### config.mk
export PLATFORM = sky130hd
export DESIGN_NAME = terminal_line_assembler_core_flat
export DESIGN_NICKNAME = d
export VERILOG_FILES = /design/src/tla_pkg.sv /design/src/tla_channels.sv /design/src/terminal_line_assembler_core.sv /design/src/flat_wrapper.sv
export SDC_FILE = /design/constraint.sdc
export NUM_CORES = 1
export LEC_CHECK = 0
export ABC_AREA = 0
export BUFFER_PORTS_ARGS = -buffer_cell sky130_fd_sc_hd__buf_2
export CAP_MARGIN = 10
export CELL_PAD_IN_SITES_DETAIL_PLACEMENT = 1
export CELL_PAD_IN_SITES_GLOBAL_PLACEMENT = 1
export CORE_ASPECT_RATIO = 1.4
export CORE_MARGIN = 2
export CORE_UTILIZATION = 50
export CTS_CLUSTER_SIZE = 8
export DETAILED_ROUTE_END_ITERATION = 12
export MAX_ROUTING_LAYER = met4
export PLACE_DENSITY_LB_ADDON = 0.1
export SETUP_SLACK_MARGIN = 0.4
export SLEW_MARGIN = 20
export SYNTH_ARGS = -nofsm -noshare
export SYNTH_HDL_FRONTEND = slang
export SYNTH_SLANG_ARGS = --single-unit
### constraint.sdc
create_clock -name clk -period 6.7 [get_ports clk]
set_input_delay 1.675 -clock clk [delete_from_list [all_inputs] [get_ports clk]]
set_output_delay 1.675 -clock clk [all_outputs]
set_load 0.01 [all_outputs]
### src/tla_pkg.sv
// Shared constants and types for the terminal line assembler.
package tla_pkg;

  localparam int DEF_MAX_COLUMNS    = 64;
  localparam int DEF_MAX_SCROLLBACK = 128;

  localparam int CHAR_W     = 8;
  localparam int CFG_IDX_W  = 3;
  localparam int CFG_DATA_W = 8;

  localparam logic [CHAR_W-1:0] KEY_CR     = 8'd13;
  localparam logic [CHAR_W-1:0] KEY_LF     = 8'd10;
  localparam logic [CHAR_W-1:0] KEY_BS     = 8'd8;
  localparam logic [CHAR_W-1:0] CHAR_SPACE = 8'h20;
  localparam logic [CHAR_W-1:0] RESET_ATTR = 8'h0F;

  localparam logic [6:0] RST_COLUMNS    = 7'd60;
  localparam logic       RST_ATTR_MODE  = 1'b0;
  localparam logic [3:0] RST_FORE       = 4'd15;
  localparam logic [3:0] RST_BACK       = 4'd0;
  localparam logic [7:0] RST_SCROLLBACK = 8'd100;

  typedef enum logic [CFG_IDX_W-1:0] {
    CFG_COLUMNS    = 3'd0,
    CFG_ATTR_MODE  = 3'd1,
    CFG_FORE       = 3'd2,
    CFG_BACK       = 3'd3,
    CFG_SCROLLBACK = 3'd4
  } cfg_reg_t;

endpackage

### src/tla_channels.sv
// Valid/ready channel interfaces for the terminal line assembler.
interface tla_in_if;
  logic                      valid;
  logic                      ready;
  logic [tla_pkg::CHAR_W-1:0] char_code;

  modport source (output valid, output char_code, input ready);
  modport sink   (input valid, input char_code, output ready);
endinterface

interface tla_out_if #(
  parameter int MAX_COLUMNS    = tla_pkg::DEF_MAX_COLUMNS,
  parameter int MAX_SCROLLBACK = tla_pkg::DEF_MAX_SCROLLBACK
);
  localparam int COL_W  = $clog2(MAX_COLUMNS);
  localparam int CUR_W  = $clog2(MAX_COLUMNS + 1);
  localparam int SLOT_W = $clog2(MAX_SCROLLBACK);
  localparam int LINE_W = $clog2(MAX_SCROLLBACK + 1);

  logic                       valid;
  logic                       ready;
  logic                       status;
  logic                       write_valid;
  logic [SLOT_W-1:0]          ring_slot;
  logic [COL_W-1:0]           cell_column;
  logic [tla_pkg::CHAR_W-1:0] cell_char;
  logic [tla_pkg::CHAR_W-1:0] cell_attr;
  logic [LINE_W-1:0]          lines_held;
  logic [CUR_W-1:0]           cursor_column;
  logic                       last_of_run;

  modport source (output valid, output status, output write_valid, output ring_slot,
                  output cell_column, output cell_char, output cell_attr,
                  output lines_held, output cursor_column, output last_of_run,
                  input ready);
  modport sink   (input valid, input status, input write_valid, input ring_slot,
                  input cell_column, input cell_char, input cell_attr,
                  input lines_held, input cursor_column, input last_of_run,
                  output ready);
endinterface

interface tla_cfg_if;
  logic                          valid;
  logic                          ready;
  logic [tla_pkg::CFG_IDX_W-1:0]  index;
  logic [tla_pkg::CFG_DATA_W-1:0] data;

  modport source (output valid, output index, output data, input ready);
  modport sink   (input valid, input index, input data, output ready);
endinterface

### src/terminal_line_assembler_core.sv
// Terminal line assembler: line buffer memories, commit walker and output register.
// Plain characters and backspaces each give a single registered result, shown in the
// cycle after the item is accepted.
// A line commit emits one cell per cycle from the line memories (registered read) while
// the output is not stalled; no new item is taken until every column in use is emitted.
// Reset is synchronous and active low; per-column valid bits make the whole line read as
// blanks at once, so no clearing pass follows reset or a commit.
module terminal_line_assembler_core #(
  parameter int MAX_COLUMNS    = tla_pkg::DEF_MAX_COLUMNS,
  parameter int MAX_SCROLLBACK = tla_pkg::DEF_MAX_SCROLLBACK
) (
  input  logic          clk,
  input  logic          rst_n,
  tla_in_if.sink        in_if,
  tla_out_if.source     out_if,
  tla_cfg_if.sink       cfg_if
);

  localparam int IDX_W  = $clog2(MAX_COLUMNS);
  localparam int CUR_W  = $clog2(MAX_COLUMNS + 1);
  localparam int SLOT_W = $clog2(MAX_SCROLLBACK);
  localparam int LINE_W = $clog2(MAX_SCROLLBACK + 1);
  localparam int CW     = tla_pkg::CHAR_W;

  typedef enum logic {
    ST_IDLE,
    ST_WALK
  } state_t;

  state_t state_r;

  // Configuration registers.
  logic [6:0] columns_r;
  logic       attr_mode_r;
  logic [3:0] fore_r;
  logic [3:0] back_r;
  logic [7:0] scrollback_r;

  // Line state.
  logic [CUR_W-1:0]  cursor_r;
  logic [LINE_W-1:0] line_total_r;
  logic [SLOT_W-1:0] slot_r;
  logic [SLOT_W-1:0] walk_slot_r;
  logic [IDX_W-1:0]  cnt_r;
  logic [CW-1:0]     clear_attr_r;

  // Line memories and their per-column valid bits.
  logic [CW-1:0]          chars_mem [MAX_COLUMNS];
  logic [CW-1:0]          attrs_mem [MAX_COLUMNS];
  logic [MAX_COLUMNS-1:0] char_vld_r;
  logic [MAX_COLUMNS-1:0] attr_vld_r;
  logic [CW-1:0]          rd_char_r;
  logic [CW-1:0]          rd_attr_r;
  logic                   rd_cvld_r;
  logic                   rd_avld_r;

  // Output register.
  logic              out_valid_r;
  logic              out_status_r;
  logic              out_wv_r;
  logic [SLOT_W-1:0] out_slot_r;
  logic [IDX_W-1:0]  out_col_r;
  logic [CW-1:0]     out_char_r;
  logic [CW-1:0]     out_attr_r;
  logic [LINE_W-1:0] out_lines_r;
  logic [CUR_W-1:0]  out_cursor_r;
  logic              out_last_r;

  logic [CW-1:0]     colors;
  logic [CUR_W-1:0]  cols_eff;
  logic [IDX_W-1:0]  cols_m1;
  logic [LINE_W-1:0] sb_eff;
  logic              out_free;
  logic              in_fire;
  logic              cfg_fire;
  logic              emit_fire;
  logic              out_load;
  logic              walk_last;
  logic [CW-1:0]     code;
  logic              is_bs;
  logic              is_commit;
  logic              wr_en;
  logic              wr_attr_en;
  logic [IDX_W-1:0]  wr_idx;
  logic [CW-1:0]     wr_char;
  logic [IDX_W-1:0]  rd_addr;
  logic [CUR_W-1:0]  cursor_nxt;
  logic [LINE_W:0]   line_inc;
  logic [LINE_W-1:0] line_total_nxt;
  logic [LINE_W-1:0] slot_inc;
  logic [SLOT_W-1:0] slot_nxt;
  logic [CW-1:0]     cell_char;
  logic [CW-1:0]     cell_attr;

  assign colors = {back_r, fore_r};

  always_comb begin
    if (columns_r == '0) begin
      cols_eff = CUR_W'(1);
    end else if (32'(columns_r) > MAX_COLUMNS) begin
      cols_eff = CUR_W'(MAX_COLUMNS);
    end else begin
      cols_eff = CUR_W'(columns_r);
    end
    if (scrollback_r < 8'd2) begin
      sb_eff = LINE_W'(2);
    end else if (32'(scrollback_r) > MAX_SCROLLBACK) begin
      sb_eff = LINE_W'(MAX_SCROLLBACK);
    end else begin
      sb_eff = LINE_W'(scrollback_r);
    end
  end

  assign cols_m1 = IDX_W'(cols_eff - CUR_W'(1));

  assign out_free  = !out_valid_r || out_if.ready;
  assign in_if.ready = (state_r == ST_IDLE) && out_free;
  assign in_fire   = in_if.valid && in_if.ready;
  assign cfg_if.ready = 1'b1;
  assign cfg_fire  = cfg_if.valid;
  assign emit_fire = (state_r == ST_WALK) && out_free;
  assign walk_last = (cnt_r == cols_m1);

  assign code      = in_if.char_code;
  assign is_bs     = (code == tla_pkg::KEY_BS);
  assign is_commit = (cursor_r >= cols_eff) || (code == tla_pkg::KEY_CR) ||
                     (code == tla_pkg::KEY_LF);
  assign out_load  = (in_fire && !is_commit) || emit_fire;

  // A backspace at column 0 writes nothing.
  assign wr_en      = in_fire && !is_commit && (!is_bs || (cursor_r != '0));
  assign wr_attr_en = wr_en && attr_mode_r;
  assign wr_idx     = IDX_W'(cursor_r);
  assign wr_char    = is_bs ? tla_pkg::CHAR_SPACE : code;

  // The read address runs one ahead when a cell leaves, so the read register always
  // holds the cell that cnt_r points at.
  assign rd_addr = emit_fire ? IDX_W'(cnt_r + IDX_W'(1)) : cnt_r;

  always_comb begin
    if (is_bs) begin
      cursor_nxt = (cursor_r != '0) ? cursor_r - CUR_W'(1) : cursor_r;
    end else begin
      cursor_nxt = cursor_r + CUR_W'(1);
    end
  end

  assign line_inc       = {1'b0, line_total_r} + (LINE_W+1)'(1);
  assign line_total_nxt = (line_inc >= {1'b0, sb_eff}) ? sb_eff : line_inc[LINE_W-1:0];
  assign slot_inc       = LINE_W'(slot_r) + LINE_W'(1);
  assign slot_nxt       = (slot_inc >= sb_eff) ? '0 : SLOT_W'(slot_inc);

  assign cell_char = rd_cvld_r ? rd_char_r : tla_pkg::CHAR_SPACE;
  assign cell_attr = !attr_mode_r ? '0 : (rd_avld_r ? rd_attr_r : clear_attr_r);

  always_ff @(posedge clk) begin
    if (wr_en) begin
      chars_mem[wr_idx] <= wr_char;
    end
    if (wr_attr_en) begin
      attrs_mem[wr_idx] <= colors;
    end
    rd_char_r <= chars_mem[rd_addr];
    rd_attr_r <= attrs_mem[rd_addr];
    rd_cvld_r <= char_vld_r[rd_addr];
    rd_avld_r <= attr_vld_r[rd_addr];
  end

  // Clearing every valid bit at the end of a walk blanks the whole line at once.
  always_ff @(posedge clk) begin
    if (!rst_n) begin
      char_vld_r <= '0;
      attr_vld_r <= '0;
    end else if (emit_fire && walk_last) begin
      char_vld_r <= '0;
      attr_vld_r <= '0;
    end else begin
      if (wr_en) begin
        char_vld_r[wr_idx] <= 1'b1;
      end
      if (wr_attr_en) begin
        attr_vld_r[wr_idx] <= 1'b1;
      end
    end
  end

  always_ff @(posedge clk) begin
    if (!rst_n) begin
      state_r      <= ST_IDLE;
      out_valid_r  <= 1'b0;
      cursor_r     <= '0;
      line_total_r <= LINE_W'(1);
      slot_r       <= '0;
      cnt_r        <= '0;
      clear_attr_r <= tla_pkg::RESET_ATTR;
      columns_r    <= tla_pkg::RST_COLUMNS;
      attr_mode_r  <= tla_pkg::RST_ATTR_MODE;
      fore_r       <= tla_pkg::RST_FORE;
      back_r       <= tla_pkg::RST_BACK;
      scrollback_r <= tla_pkg::RST_SCROLLBACK;
    end else begin
      if (cfg_fire) begin
        unique case (tla_pkg::cfg_reg_t'(cfg_if.index))
          tla_pkg::CFG_COLUMNS:    columns_r    <= cfg_if.data[6:0];
          tla_pkg::CFG_ATTR_MODE:  attr_mode_r  <= cfg_if.data[0];
          tla_pkg::CFG_FORE:       fore_r       <= cfg_if.data[3:0];
          tla_pkg::CFG_BACK:       back_r       <= cfg_if.data[3:0];
          tla_pkg::CFG_SCROLLBACK: scrollback_r <= cfg_if.data[7:0];
          default: ;
        endcase
      end

      if (out_load) begin
        out_valid_r <= 1'b1;
      end else if (out_if.valid && out_if.ready) begin
        out_valid_r <= 1'b0;
      end

      unique case (state_r)
        ST_IDLE: begin
          if (in_fire) begin
            if (is_commit) begin
              state_r      <= ST_WALK;
              cursor_r     <= '0;
              line_total_r <= line_total_nxt;
              slot_r       <= slot_nxt;
              walk_slot_r  <= slot_r;
            end else begin
              cursor_r     <= cursor_nxt;
              out_status_r <= 1'b0;
              out_wv_r     <= 1'b0;
              out_slot_r   <= slot_r;
              out_col_r    <= '0;
              out_char_r   <= '0;
              out_attr_r   <= '0;
              out_lines_r  <= line_total_r;
              out_cursor_r <= cursor_nxt;
              out_last_r   <= 1'b1;
            end
          end
        end
        ST_WALK: begin
          if (emit_fire) begin
            out_status_r <= 1'b1;
            out_wv_r     <= 1'b1;
            out_slot_r   <= walk_slot_r;
            out_col_r    <= cnt_r;
            out_char_r   <= cell_char;
            out_attr_r   <= cell_attr;
            out_lines_r  <= line_total_r;
            out_cursor_r <= cursor_r;
            out_last_r   <= walk_last;
            if (walk_last) begin
              state_r      <= ST_IDLE;
              cnt_r        <= '0;
              clear_attr_r <= colors;
            end else begin
              cnt_r <= cnt_r + IDX_W'(1);
            end
          end
        end
        default: state_r <= ST_IDLE;
      endcase
    end
  end

  assign out_if.valid         = out_valid_r;
  assign out_if.status        = out_status_r;
  assign out_if.write_valid   = out_wv_r;
  assign out_if.ring_slot     = out_slot_r;
  assign out_if.cell_column   = out_col_r;
  assign out_if.cell_char     = out_char_r;
  assign out_if.cell_attr     = out_attr_r;
  assign out_if.lines_held    = out_lines_r;
  assign out_if.cursor_column = out_cursor_r;
  assign out_if.last_of_run   = out_last_r;

  a_commit_starts_walk: assert property (@(posedge clk) disable iff (!rst_n)
    in_fire && is_commit |=> state_r == ST_WALK && cursor_r == '0)
    else $error("commit did not start a walk with the cursor at column zero");

  a_walk_ends_clean: assert property (@(posedge clk) disable iff (!rst_n)
    emit_fire && walk_last |=> state_r == ST_IDLE && cnt_r == '0 &&
                               char_vld_r == '0 && attr_vld_r == '0)
    else $error("line walk ended without returning to idle with a blank line");

  a_cursor_range: assert property (@(posedge clk) disable iff (!rst_n)
    cursor_r <= CUR_W'(MAX_COLUMNS))
    else $error("cursor ran past the end of the line buffer");

  a_plain_single: assert property (@(posedge clk) disable iff (!rst_n)
    out_valid_r && !out_status_r |-> out_last_r && !out_wv_r)
    else $error("plain item result is not a single non-write result");

endmodule
### src/flat_wrapper.sv
// flat-port wrapper written by rule: the top's interface ports become plain ports
module terminal_line_assembler_core_flat 
#(
  parameter int MAX_COLUMNS    = tla_pkg::DEF_MAX_COLUMNS,
  parameter int MAX_SCROLLBACK = tla_pkg::DEF_MAX_SCROLLBACK
)
  (clk, rst_n, in_if_valid, in_if_char_code, in_if_ready, out_if_valid, out_if_status, out_if_write_valid, out_if_ring_slot, out_if_cell_column, out_if_cell_char, out_if_cell_attr, out_if_lines_held, out_if_cursor_column, out_if_last_of_run, out_if_ready, cfg_if_valid, cfg_if_index, cfg_if_data, cfg_if_ready);
  tla_in_if in_if_i ();
  tla_out_if #(.MAX_COLUMNS(MAX_COLUMNS), .MAX_SCROLLBACK(MAX_SCROLLBACK)) out_if_i ();
  tla_cfg_if cfg_if_i ();
  input  logic clk;
  input  logic rst_n;
  input wire logic [$bits(in_if_i.valid)-1:0] in_if_valid;
  input wire logic [$bits(in_if_i.char_code)-1:0] in_if_char_code;
  output wire logic [$bits(in_if_i.ready)-1:0] in_if_ready;
  output wire logic [$bits(out_if_i.valid)-1:0] out_if_valid;
  output wire logic [$bits(out_if_i.status)-1:0] out_if_status;
  output wire logic [$bits(out_if_i.write_valid)-1:0] out_if_write_valid;
  output wire logic [$bits(out_if_i.ring_slot)-1:0] out_if_ring_slot;
  output wire logic [$bits(out_if_i.cell_column)-1:0] out_if_cell_column;
  output wire logic [$bits(out_if_i.cell_char)-1:0] out_if_cell_char;
  output wire logic [$bits(out_if_i.cell_attr)-1:0] out_if_cell_attr;
  output wire logic [$bits(out_if_i.lines_held)-1:0] out_if_lines_held;
  output wire logic [$bits(out_if_i.cursor_column)-1:0] out_if_cursor_column;
  output wire logic [$bits(out_if_i.last_of_run)-1:0] out_if_last_of_run;
  input wire logic [$bits(out_if_i.ready)-1:0] out_if_ready;
  input wire logic [$bits(cfg_if_i.valid)-1:0] cfg_if_valid;
  input wire logic [$bits(cfg_if_i.index)-1:0] cfg_if_index;
  input wire logic [$bits(cfg_if_i.data)-1:0] cfg_if_data;
  output wire logic [$bits(cfg_if_i.ready)-1:0] cfg_if_ready;
  assign in_if_i.valid = in_if_valid;
  assign in_if_i.char_code = in_if_char_code;
  assign in_if_ready = in_if_i.ready;
  assign out_if_valid = out_if_i.valid;
  assign out_if_status = out_if_i.status;
  assign out_if_write_valid = out_if_i.write_valid;
  assign out_if_ring_slot = out_if_i.ring_slot;
  assign out_if_cell_column = out_if_i.cell_column;
  assign out_if_cell_char = out_if_i.cell_char;
  assign out_if_cell_attr = out_if_i.cell_attr;
  assign out_if_lines_held = out_if_i.lines_held;
  assign out_if_cursor_column = out_if_i.cursor_column;
  assign out_if_last_of_run = out_if_i.last_of_run;
  assign out_if_i.ready = out_if_ready;
  assign cfg_if_i.valid = cfg_if_valid;
  assign cfg_if_i.index = cfg_if_index;
  assign cfg_if_i.data = cfg_if_data;
  assign cfg_if_ready = cfg_if_i.ready;
  terminal_line_assembler_core #(.MAX_COLUMNS(MAX_COLUMNS), .MAX_SCROLLBACK(MAX_SCROLLBACK)) u_core (.clk(clk), .rst_n(rst_n), .in_if(in_if_i), .out_if(out_if_i), .cfg_if(cfg_if_i));
endmodule
Word level (Yosys, flattened, before mapping)
Memory sizes are Yosys's and may differ from the RTL's. A register that Yosys moved wholly into a read port is not among the register bits.
Index checks and enable logic that the tools add are counted.
Operators by class
  add/sub/neg operators: 6
  $lt $le $gt $ge: 9
  eq/ne operators: 11
  muxes and demuxes: 62
  bitwise gates (word level): 4
  reductions and logical operators: 33
Operators with widths (number)
  64-bit OR: 2
  8-bit two-way mux: 14
  7-bit two-way mux: 12
  8-bit one-hot mux with 2 select lines: 3
  6-bit two-way mux: 5
  7-bit one-hot mux with 2 select lines: 2
  8-bit by 4-bit equality test with 1-bit output (second input constant): 3
  1-bit two-way mux: 19
  6-bit by 7-bit < comparator with 1-bit output (second input constant): 2
  2-bit AND reduction: 7
  1-bit binary-select mux with 6-bit select: 2
  6-bit one-hot mux with 2 select lines: 1
  8-bit by 1-bit adder with 9-bit output (second input constant): 1
  9-bit by 8-bit >= comparator with 1-bit output: 1
  1-bit logical AND: 9
  7-bit by 1-bit adder with 8-bit output (second input constant): 1
  8-bit >= comparator: 1
  8-bit > comparator (second input constant): 1
  8-bit by 2-bit < comparator with 1-bit output (second input constant): 1
  4-bit AND reduction: 2
  7-bit by 1-bit adder with 7-bit output (second input constant): 1
  7-bit >= comparator: 1
  7-bit > comparator (second input constant): 1
  7-bit zero test: 1
  20 further kinds: 32
Storage, ports and cells
  register bits after elaboration: 245
  bits in writable memories: 1024
  bits of input ports: 24
  output and inout bits: 50
  logic and storage cells: 152
  memories kept: 2
Memories
  u_core.attrs_mem: words 64, bits a word 8, read ports 1, clocked after Yosys merged registers in 1, write ports 1, line terminal_line_assembler_core.sv:49  | logic [CW-1:0] attrs_mem [MAX_COLUMNS];
  u_core.chars_mem: words 64, bits a word 8, read ports 1, clocked after Yosys merged registers in 1, write ports 1, line terminal_line_assembler_core.sv:48  | logic [CW-1:0] chars_mem [MAX_COLUMNS];

Logic depth before layout (Yosys ltp)
Gate-level depths: netlist of run 1.
  word-level depth: 12
  gate-level depth with buffers: 17
  mapped depth without buffers: 13

Least setup slack after synthesis of run 1
Ideal clock, no wire load.
  kind: input to register
  from: input out_if_ready
  to: memory u_core.attrs_mem[43][0] (netlist bit), enable pin
  setup time: 374 ps
  arrival: 3859 ps
  required time: 6326 ps
  slack: 2467 ps
  stages: 9
  buffers on the path: 3
  cell sequence: nor2b_1 clkbuf_1 nor2_1 nand2_1 a311oi_1 clkbuf_1 nand4_1 clkbuf_1 nor2_1
On the way
  cells in the longest elaborated chain, start to end: 8
RTL lines
  start: declaration: line flat_wrapper.sv:26  | input wire logic [$bits(out_if_i.ready)-1:0] out_if_ready;
  1-bit logical OR: line terminal_line_assembler_core.sv:116  | assign out_free = !out_valid_r || out_if.ready;
  1-bit logical AND: line terminal_line_assembler_core.sv:117  | assign in_if.ready = (state_r == ST_IDLE) && out_free;
  named net in_if_ready: line flat_wrapper.sv:15  | output wire logic [$bits(in_if_i.ready)-1:0] in_if_ready;
  1-bit logical AND: line terminal_line_assembler_core.sv:118  | assign in_fire = in_if.valid && in_if.ready;
  1-bit logical AND (2 in a row): line terminal_line_assembler_core.sv:131  | assign wr_en = in_fire && !is_commit && (!is_bs || (cursor_r != '0));
  1-bit logical AND: line terminal_line_assembler_core.sv:132  | assign wr_attr_en = wr_en && attr_mode_r;
  1-bit two-way mux: line terminal_line_assembler_core.sv:160  | if (wr_attr_en) begin
  1-bit two-way mux (not written as such): line terminal_line_assembler_core.sv:161  | attrs_mem[wr_idx] <= colors;
  end: declaration: line terminal_line_assembler_core.sv:49
The timed path passes the listed nets, and every way through them passes these cells.

Worst setup path after layout of run 1
  from: input out_if_ready
  to: register u_core.rd_attr_r[4] (read register of u_core.attrs_mem)
On the way
  cells in the longest elaborated chain, start to end: 3
RTL lines
  1-bit logical OR: line terminal_line_assembler_core.sv:116
  1-bit logical AND: line terminal_line_assembler_core.sv:121  | assign emit_fire = (state_r == ST_WALK) && out_free;
  6-bit two-way mux: line terminal_line_assembler_core.sv:138  | assign rd_addr = emit_fire ? IDX_W'(cnt_r + IDX_W'(1)) : cnt_r;
  end: declaration: line terminal_line_assembler_core.sv:53  | logic [CW-1:0] rd_attr_r;
No other way between the ends.
A chain may end at the register's enable or synchronous reset.

==> results of run 1 <==
[layout make-up]
type / instances / area [um^2]
Antenna cell: 2 / 5.00
Timing Repair Buffer: 169 / 1260
Clock buffer: 315 / 4970
Inverter: 17 / 63.8
Sequential cell: 1285 / 36500
Tap cell: 1339 / 1680
Clock inverter: 16 / 241
Fill cell: 9873 / 43600
Multi-Input combinational cell: 2319 / 14000
[state kept, by name, indices dropped and copies added, names as in the netlist, 4 cells and up]
signal / cells
u_core.chars_mem: 512
u_core.out_if.cell_char: 8
u_core.clear_attr_r: 8
u_core.attrs_mem: 512
u_core.out_if.cell_attr: 8
u_core.out_if.ring_slot: 7
u_core.cnt_r: 6
u_core.out_if.cell_column: 6
u_core.slot_r: 7
u_core.out_if.lines_held: 8
u_core.attr_vld_r: 64
u_core.walk_slot_r: 7
u_core.fore_r: 4
u_core.rd_char_r: 8
u_core.columns_r: 7
u_core.char_vld_r: 64
u_core.rd_attr_r: 8
u_core.cursor_r: 7
u_core.out_if.cursor_column: 7
u_core.line_total_r: 8
u_core.scrollback_r: 8
u_core.back_r: 4
[worst min path at each step]
| stage | startpoint | endpoint | slack, ns | cells past startpoint |
|---|---|---|---|---|
| after global placement | u_core.char_vld_r[48] | u_core.char_vld_r[48] | 0.44 | 2 |
| after CTS | u_core.attr_vld_r[61] | u_core.attr_vld_r[61] | 0.47 | 1 |
| after floorplan | u_core.attr_vld_r[48] | u_core.attr_vld_r[48] | 0.43 | 2 |
| after detailed placement | u_core.attr_vld_r[23] | u_core.attr_vld_r[23] | 0.45 | 1 |
| after global routing | u_core.attr_vld_r[9] | u_core.attr_vld_r[9] | 0.47 | 1 |
| final | u_core.attr_vld_r[61] | u_core.attr_vld_r[61] | 0.46 | 1 |
[layout by cell type, fill, tap and decap left out, drive strengths merged, types with 7 or more instances in the layout]
cell,n
edfxtp,1077
nand2,752
clkbuf,315
nor2,270
dfxtp,208
mux2i,187
buf,169
and3,146
a32oi,98
a311oi,92
o21a,82
a211oi,76
a31oi,74
a21oi,72
nand3,58
nor3,48
o21ai,40
a221oi,36
a32o,30
ha,29
nand4,27
inv,26
nor2b,23
a211o,17
o41ai,17
a21boi,15
nand2b,13
xnor2,12
and2,12
mux2,11
a22oi,11
xor2,10
nand3b,9
clkinv,7
[kinds of logic after synthesis]
| kind of cell | Yosys count | share of synthesized area |
|---|---|---|
| multiplexers | 200 | 0.0396 |
| XOR/XNOR | 22 | 0.00374 |
| flip-flops | 1285 | 0.709 |
| buffers and inverters | 288 | 0.0232 |
| other | 1 | 0.0000728 |
| AND/OR/NAND/NOR | 1381 | 0.116 |
| adder cells (fa/ha/maj) | 29 | 0.00705 |
| AO/OA/AOI/OAI | 686 | 0.101 |
[routing by layer]
metal	track usage	share of wire	vias to the layer above
li1	-	-	14900
met1	0.372	0.39	17600
met2	0.523	0.51	1166
met3	0.0438	0.056	350
met4	0.142	0.047	0
met5	-	0	-
[power groups by stage]
stage / logic, W / registers [W] / clock network (W)
finish: 0.000328 / 0.00869 / 0.00843
detailed placement: 0.000326 / 0.00885 / 0
global route: 0.000350 / 0.00869 / 0.00885
floorplan: 0.000156 / 0.00885 / 0
CTS: 0.000328 / 0.00869 / 0.00853
global placement: 0.000315 / 0.00885 / 0
[critical path, delay by kind of cell]
family / cells / cell delay [ns]
AOI/OAI and AO/OA: 2 / 1.03
xor gates and xnor gates: 1 / 0.77
buffers and inverters: 4 / 0.87
and+or+nand+nor: 3 / 1.08
muxes: 1 / 0.22
[stage by stage]
stage / total power, W / cell area [um^2] / hold slack (ns) / instances
2_1_floorplan: 0.00900 / 51500 / 0.432 / 3892
3_3_place_gp: 0.00916 / 53400 / 0.442 / 5129
3_5_place_dp: 0.00917 / 53500 / 0.455 / 5129
4_1_cts: 0.0176 / 58700 / 0.466 / 5460
5_1_grt: 0.0179 / 58700 / 0.473 / 5462
6_report: 0.0174 / 58700 / 0.462 / 5462
==> results.py, run 1 <==
metrics = {
    "critical_path": {
        "critical_path.endpoint_type": "flip-flop",
        "critPathLaunch": "out_if_ready",
        "critical_path.endpoint": "u_core.rd_attr_r[4]",
        "setup.reg_to_reg.worst_slack_ns": 1.92,
        "path_cells": "buf_2, nor2b_1, nor2_1, xor2_4, buf_12, buf_12, mux2i_1, a221oi_1, buf_4, o41ai_1, nand4_1",
        "reg2regPathDepth": 11,
        "crit_top_cell": "buf_12",
        "crit-reg2reg-capture": "u_core.rd_attr_r[4]",
        "worst_ep_arrival_time_ns": 5.73,
        "timing.setup.critical_path_class": "input port to flip-flop",
        "critical-path-slowest-cell": "o41ai_1",
        "slowest_delay_ns": 0.92,
        "critical_path.startpoint_type": "input port",
        "worstPathMaxFanout": 46,
        "required_ns": 7.29,
        "worstReg2RegStart": "u_core.cnt_r[0]",
    },
    "detailed_routing": {
        "drt-total-wl_mm": 159,
        "post-route-drc-count": 0,
        "ant_nets": 0,
        "wire_length_per_cell_um": 29.1,
        "vias_per_cell": 6.23,
        "detailedRoute.firstPassIterationCount": 6,
        "route.vias.total": 34000,
        "dr.first_iter.drc_count": 2858,
    },
    "sta": {
        "slew-limit-headroom": 0.223,
        "fin_crit_ns": 5.14,
        "rsz0062_at_grt": "no",
        "timing.setup.tns_ns": 0,
        "final.setup_skew_ns": 0.0273,
        "finalHoldViolations": 0,
        "pins_over_slew_limit": 0,
        "ratio_of_final_minimum_period_to_clock_period": 0.767,
        "worstMarginPinSlew_ns": 1.15,
        "setup_violations": 0,
        "finalWorstSetupSlack_ns": 1.56,
        "clock.fmax_mhz": 195,
    },
    "logic_synthesis": {
        "synth.lib_cells_used.distinct": 64,
        "post_synth.cell_area_avg_um2": 13.2,
        "yosys_warnings": 0,
        "mappedNetlistNets": 3945,
        "synth_enable_flop_cells": 1077,
        "synth-seq-area-share": 0.709,
        "postSynthRegisterBits": 1285,
        "synth.cells.most_frequent": "1077 x edfxtp_1, 752 x nand2_1, 270 x nor2_1",
        "yosysMostFrequentCell": "edfxtp_1",
        "yosysTopAreaCellShare": 0.628,
        "yosys_most_used_dff": "edfxtp_1",
        "area_leader_netlist": "edfxtp_1",
        "post_synth_inst_count": 3892,
        "post_synth_instance_area_um2": 51500,
        "async_flop_share": 0,
        "ys_top_cells_by_area": "edfxtp_1 63%, dfxtp_1 8.1%, nand2_1 5.5%",
    },
    "clock_tree": {
        "insertion_delay_ns": 0.80,
        "clock-root-buffer": "clkbuf_16",
        "cts_max_path_buffers": 3,
        "tritoncts": "done",
        "cts-hold-fix-buffers": 0,
        "postCtsSetupRepairBufs": 0,
        "cts_made_buffers": 178,
        "htree_num_levels": 4,
        "post_cts_resize_count": 0,
        "cts_sinks": 1285,
        "worst_setup_hold_path_clk_slew_ns": 0.05,
    },
    "place": {
        "buffer_ports.inserted": 72,
        "detailedPlace.worstSlack_ns": 0.686,
        "dp_hpwl_mm": 95.9,
        "place_congestion": 0.855,
    },
    "grt": {
        "first_pass_grt_wire_length_mm": 234,
        "grt_start_max_net_pins": 105,
        "antenna_found_initial": 4,
        "vias_in_the_first_global_route": 35700,
        "grt_util_all_layers": 0.311,
        "grt.overflow.total": 0,
    },
    "cells_and_area": {
        "synthToLayoutAreaGrowth_pct": 14.0,
        "final_nets": 4023,
        "layout_cells_sized_above_1": 0.100,
        "finish.utilization": 0.574,
    },
    "power_and_ir_drop": {
        "p_per_area_nw_per_um2": 297,
        "power.share.switching": 0.212,
        "max-vdd-ir-drop_v": 0.000217,
        "power.combinational.fraction": 0.019,
        "seq_power_share": 0.498,
        "intPower_w": 0.0137,
        "p_switching_w": 0.00371,
        "leak_pwr_nw": 20.4,
        "pwr-share-clk": 0.483,
    },
    "floorplanning": {
        "die_area_um2": 106000,
        "core.rowCount": 139,
        "fp.coreArea_um2": 102000,
        "die_height_um": 384,
        "io_pins": 74,
        "initial_core_utilization": 0.503,
        "die_x_um": 275,
    },
    "outcome": {
        "status": "finished clean",
    },
    "run": {
        "timing.max_cap.violations": 0,
    },
    "min_path": {
        "worst_hold_path_type": "flip-flop to flip-flop",
    },
}
(Power assumes the default switching activity.)
==> inputs of run 2 (changes only) <==
--- a/config.mk
+++ b/config.mk
@@ -12,7 +12,7 @@
 export CELL_PAD_IN_SITES_GLOBAL_PLACEMENT = 1
 export CORE_ASPECT_RATIO = 1.4
 export CORE_MARGIN = 2
-export CORE_UTILIZATION = 50
+export CORE_UTILIZATION = 47
 export CTS_CLUSTER_SIZE = 8
 export DETAILED_ROUTE_END_ITERATION = 12
 export MAX_ROUTING_LAYER = met4
==> constraint.sdc (replaced) <==
create_clock -name clk -period 4.3 [get_ports clk]
set_input_delay 1.075 -clock clk [delete_from_list [all_inputs] [get_ports clk]]
set_output_delay 1.075 -clock clk [all_outputs]
set_load 0.01 [all_outputs]
==> results.py, run 2 (same netlist as run 1, synthesis figures left out) <==
metrics = {
    "sta": {
        "finalWorstSetupSlack_ns": 0.568,
        "rsz0062_at_grt": "no",
        "clock.fmax_mhz": 268,
        "setup_violations": 0,
        "ratio_of_final_minimum_period_to_clock_period": 0.868,
        "finalHoldViolations": 0,
        "timing.setup.tns_ns": 0,
        "worstMarginPinSlew_ns": 1.15,
        "fin_crit_ns": 3.73,
        "holdWs_ns": 0.461,
        "final.setup_skew_ns": 0.0318,
        "slew-limit-headroom": 0.235,
        "pins_over_slew_limit": 0,
    },
    "critical_path": {
        "setup.reg_to_reg.worst_slack_ns": 0.57,
        "critical_path.endpoint_type": "flip-flop",
        "critical-path-slowest-cell": "o41ai_1",
        "required_ns": 4.89,
        "critical_path.startpoint_type": "flip-flop",
        "path_delay_family": "compound AO/OA/AOI/OAI gates",
        "worstPathMaxFanout": 50,
        "worst_ep_arrival_time_ns": 4.32,
        "path_cells": "ha_1, nand2_1, nor2_2, xnor2_2, buf_12, and3_1, a311oi_1, o41ai_1, nand4_1",
        "slowest_delay_ns": 0.98,
        "timing.setup.critical_path_class": "flip-flop to flip-flop",
        "timing.critical_path.buf_inv": 1,
    },
    "grt": {
        "grt.overflow.total": 0,
        "first_pass_grt_wire_length_mm": 239,
        "grt_util_all_layers": 0.296,
        "grt_start_max_net_pins": 67,
        "vias_in_the_first_global_route": 35700,
        "antenna_found_initial": 3,
    },
    "cells_and_area": {
        "reg_top3": "u_core.attrs_mem: 512 flops, u_core.chars_mem: 512 flops",
        "final_nets": 4219,
        "layout_cells_sized_above_1": 0.145,
        "final-instance-count-excl-fill": 5767,
        "synthToLayoutAreaGrowth_pct": 17.8,
        "most_used_cells_in_the_layout_excluding_fill_and_tap_cells": "1077 x edfxtp_1, 750 x nand2_1, 260 x buf_4",
        "mostFrequentLayoutCell": "edfxtp_1",
    },
    "detailed_routing": {
        "detailedRoute.firstPassIterationCount": 5,
        "ant_nets": 0,
        "post-route-drc-count": 0,
        "dr.first_iter.drc_count": 3177,
        "wire_length_per_cell_um": 28.1,
        "drt-total-wl_mm": 162,
        "route.vias.total": 34600,
        "vias_per_cell": 5.99,
    },
    "floorplanning": {
        "io_pins": 74,
        "die_x_um": 284,
        "fp.coreArea_um2": 109000,
        "die_height_um": 396,
        "core.rowCount": 143,
        "initial_core_utilization": 0.474,
        "die_area_um2": 112000,
    },
    "power_and_ir_drop": {
        "pwr-share-clk": 0.483,
        "intPower_w": 0.0216,
        "power.share.switching": 0.209,
        "leak_pwr_nw": 21.5,
        "max-vdd-ir-drop_v": 0.000339,
        "seq_power_share": 0.497,
        "power.combinational.fraction": 0.020,
        "p_total_w": 0.0273,
        "p_switching_w": 0.00569,
        "p_per_area_nw_per_um2": 449,
    },
    "clock_tree": {
        "postCtsSetupRepairBufs": 0,
        "clock-root-buffer": "clkbuf_16",
        "worst_setup_hold_path_clk_slew_ns": 0.05,
        "tritoncts": "done",
        "htree_num_levels": 4,
        "insertion_delay_ns": 0.79,
        "cts_max_path_buffers": 3,
        "cts_made_buffers": 178,
        "cts_sinks": 1285,
    },
    "run": {
        "timing.max_cap.violations": 0,
    },
    "place": {
        "cell_count_post_placement": 5436,
        "dp_hpwl_mm": 102,
        "detailedPlace.worstSlack_ns": -0.128,
        "place_congestion": 0.865,
        "buffer_ports.inserted": 72,
    },
    "min_path": {
        "worst_hold_path_type": "flip-flop to flip-flop",
    },
    "outcome": {
        "status": "finished clean",
    },
}
run 2: changes by cell type in the layout (fill, tap and decap cells not counted), moves of 5 or more:
cell / previous run / this run
o41ai_1: 13 / 7
o41ai_2: 4 / 10
buf_4: 83 / 260
clkbuf_16: 178 / 183
buf_12: 14 / 33
nor2_2: 0 / 6
nor2_1: 266 / 259
run 2: area by class of cell:
type	count	area [um^2]
Multi-Input combinational cell	2319	14100
Timing Repair Buffer	365	2970
Clock inverter	10	136
Antenna cell	2	5.00
Tap cell	1450	1810
Clock buffer	319	5090
Inverter	17	63.8
Fill cell	10600	47900
Sequential cell	1285	36500
run 2: what timing repair did:
item,4_1_cts,5_1_grt
pin swaps,0,0
hold endpoints to repair,0,0
hold buffers,0,0
resized for setup,6,17
setup endpoints to repair,6,623
run 2: layer usage:
| metal | routed length (um) | vias up | track usage |
|---|---|---|---|
| met5 | 0 | - | - |
| met4 | 4950 | 0 | 0.0962 |
| met3 | 8360 | 291 | 0.0388 |
| met2 | 84100 | 1109 | 0.511 |
| met1 | 64700 | 17900 | 0.359 |
| li1 | - | 15300 | - |
run 2: path summary, 6_finish.rpt:
check | start | to | depth (start not counted)
worst max-delay path | u_core.cnt_r[1] | u_core.rd_attr_r[0] | 9
worst min-delay path | u_core.char_vld_r[45] | u_core.char_vld_r[45] | 1
worst max register to register | u_core.cnt_r[1] | u_core.rd_attr_r[0] | 9
worst min register to register | u_core.char_vld_r[45] | u_core.char_vld_r[45] | 1
run 2: per-stage QoR:
stage          utilization  area (um^2)
3_5_place_dp         0.509        55300
3_3_place_gp         0.509        55300
4_1_cts              0.558        60600
5_1_grt              0.559        60700
2_1_floorplan            -        51500
6_report             0.559        60700
run 2: power by group through the flow:
stage	clock [W]	sequential (W)	combinational (W)
final	0.0132	0.0135	0.000542
after global routing	0.0138	0.0135	0.000574
after CTS	0.0133	0.0135	0.000539
after detailed placement	0	0.0138	0.000536
after global placement	0	0.0138	0.000525
after floorplan	0	0.0138	0.000244
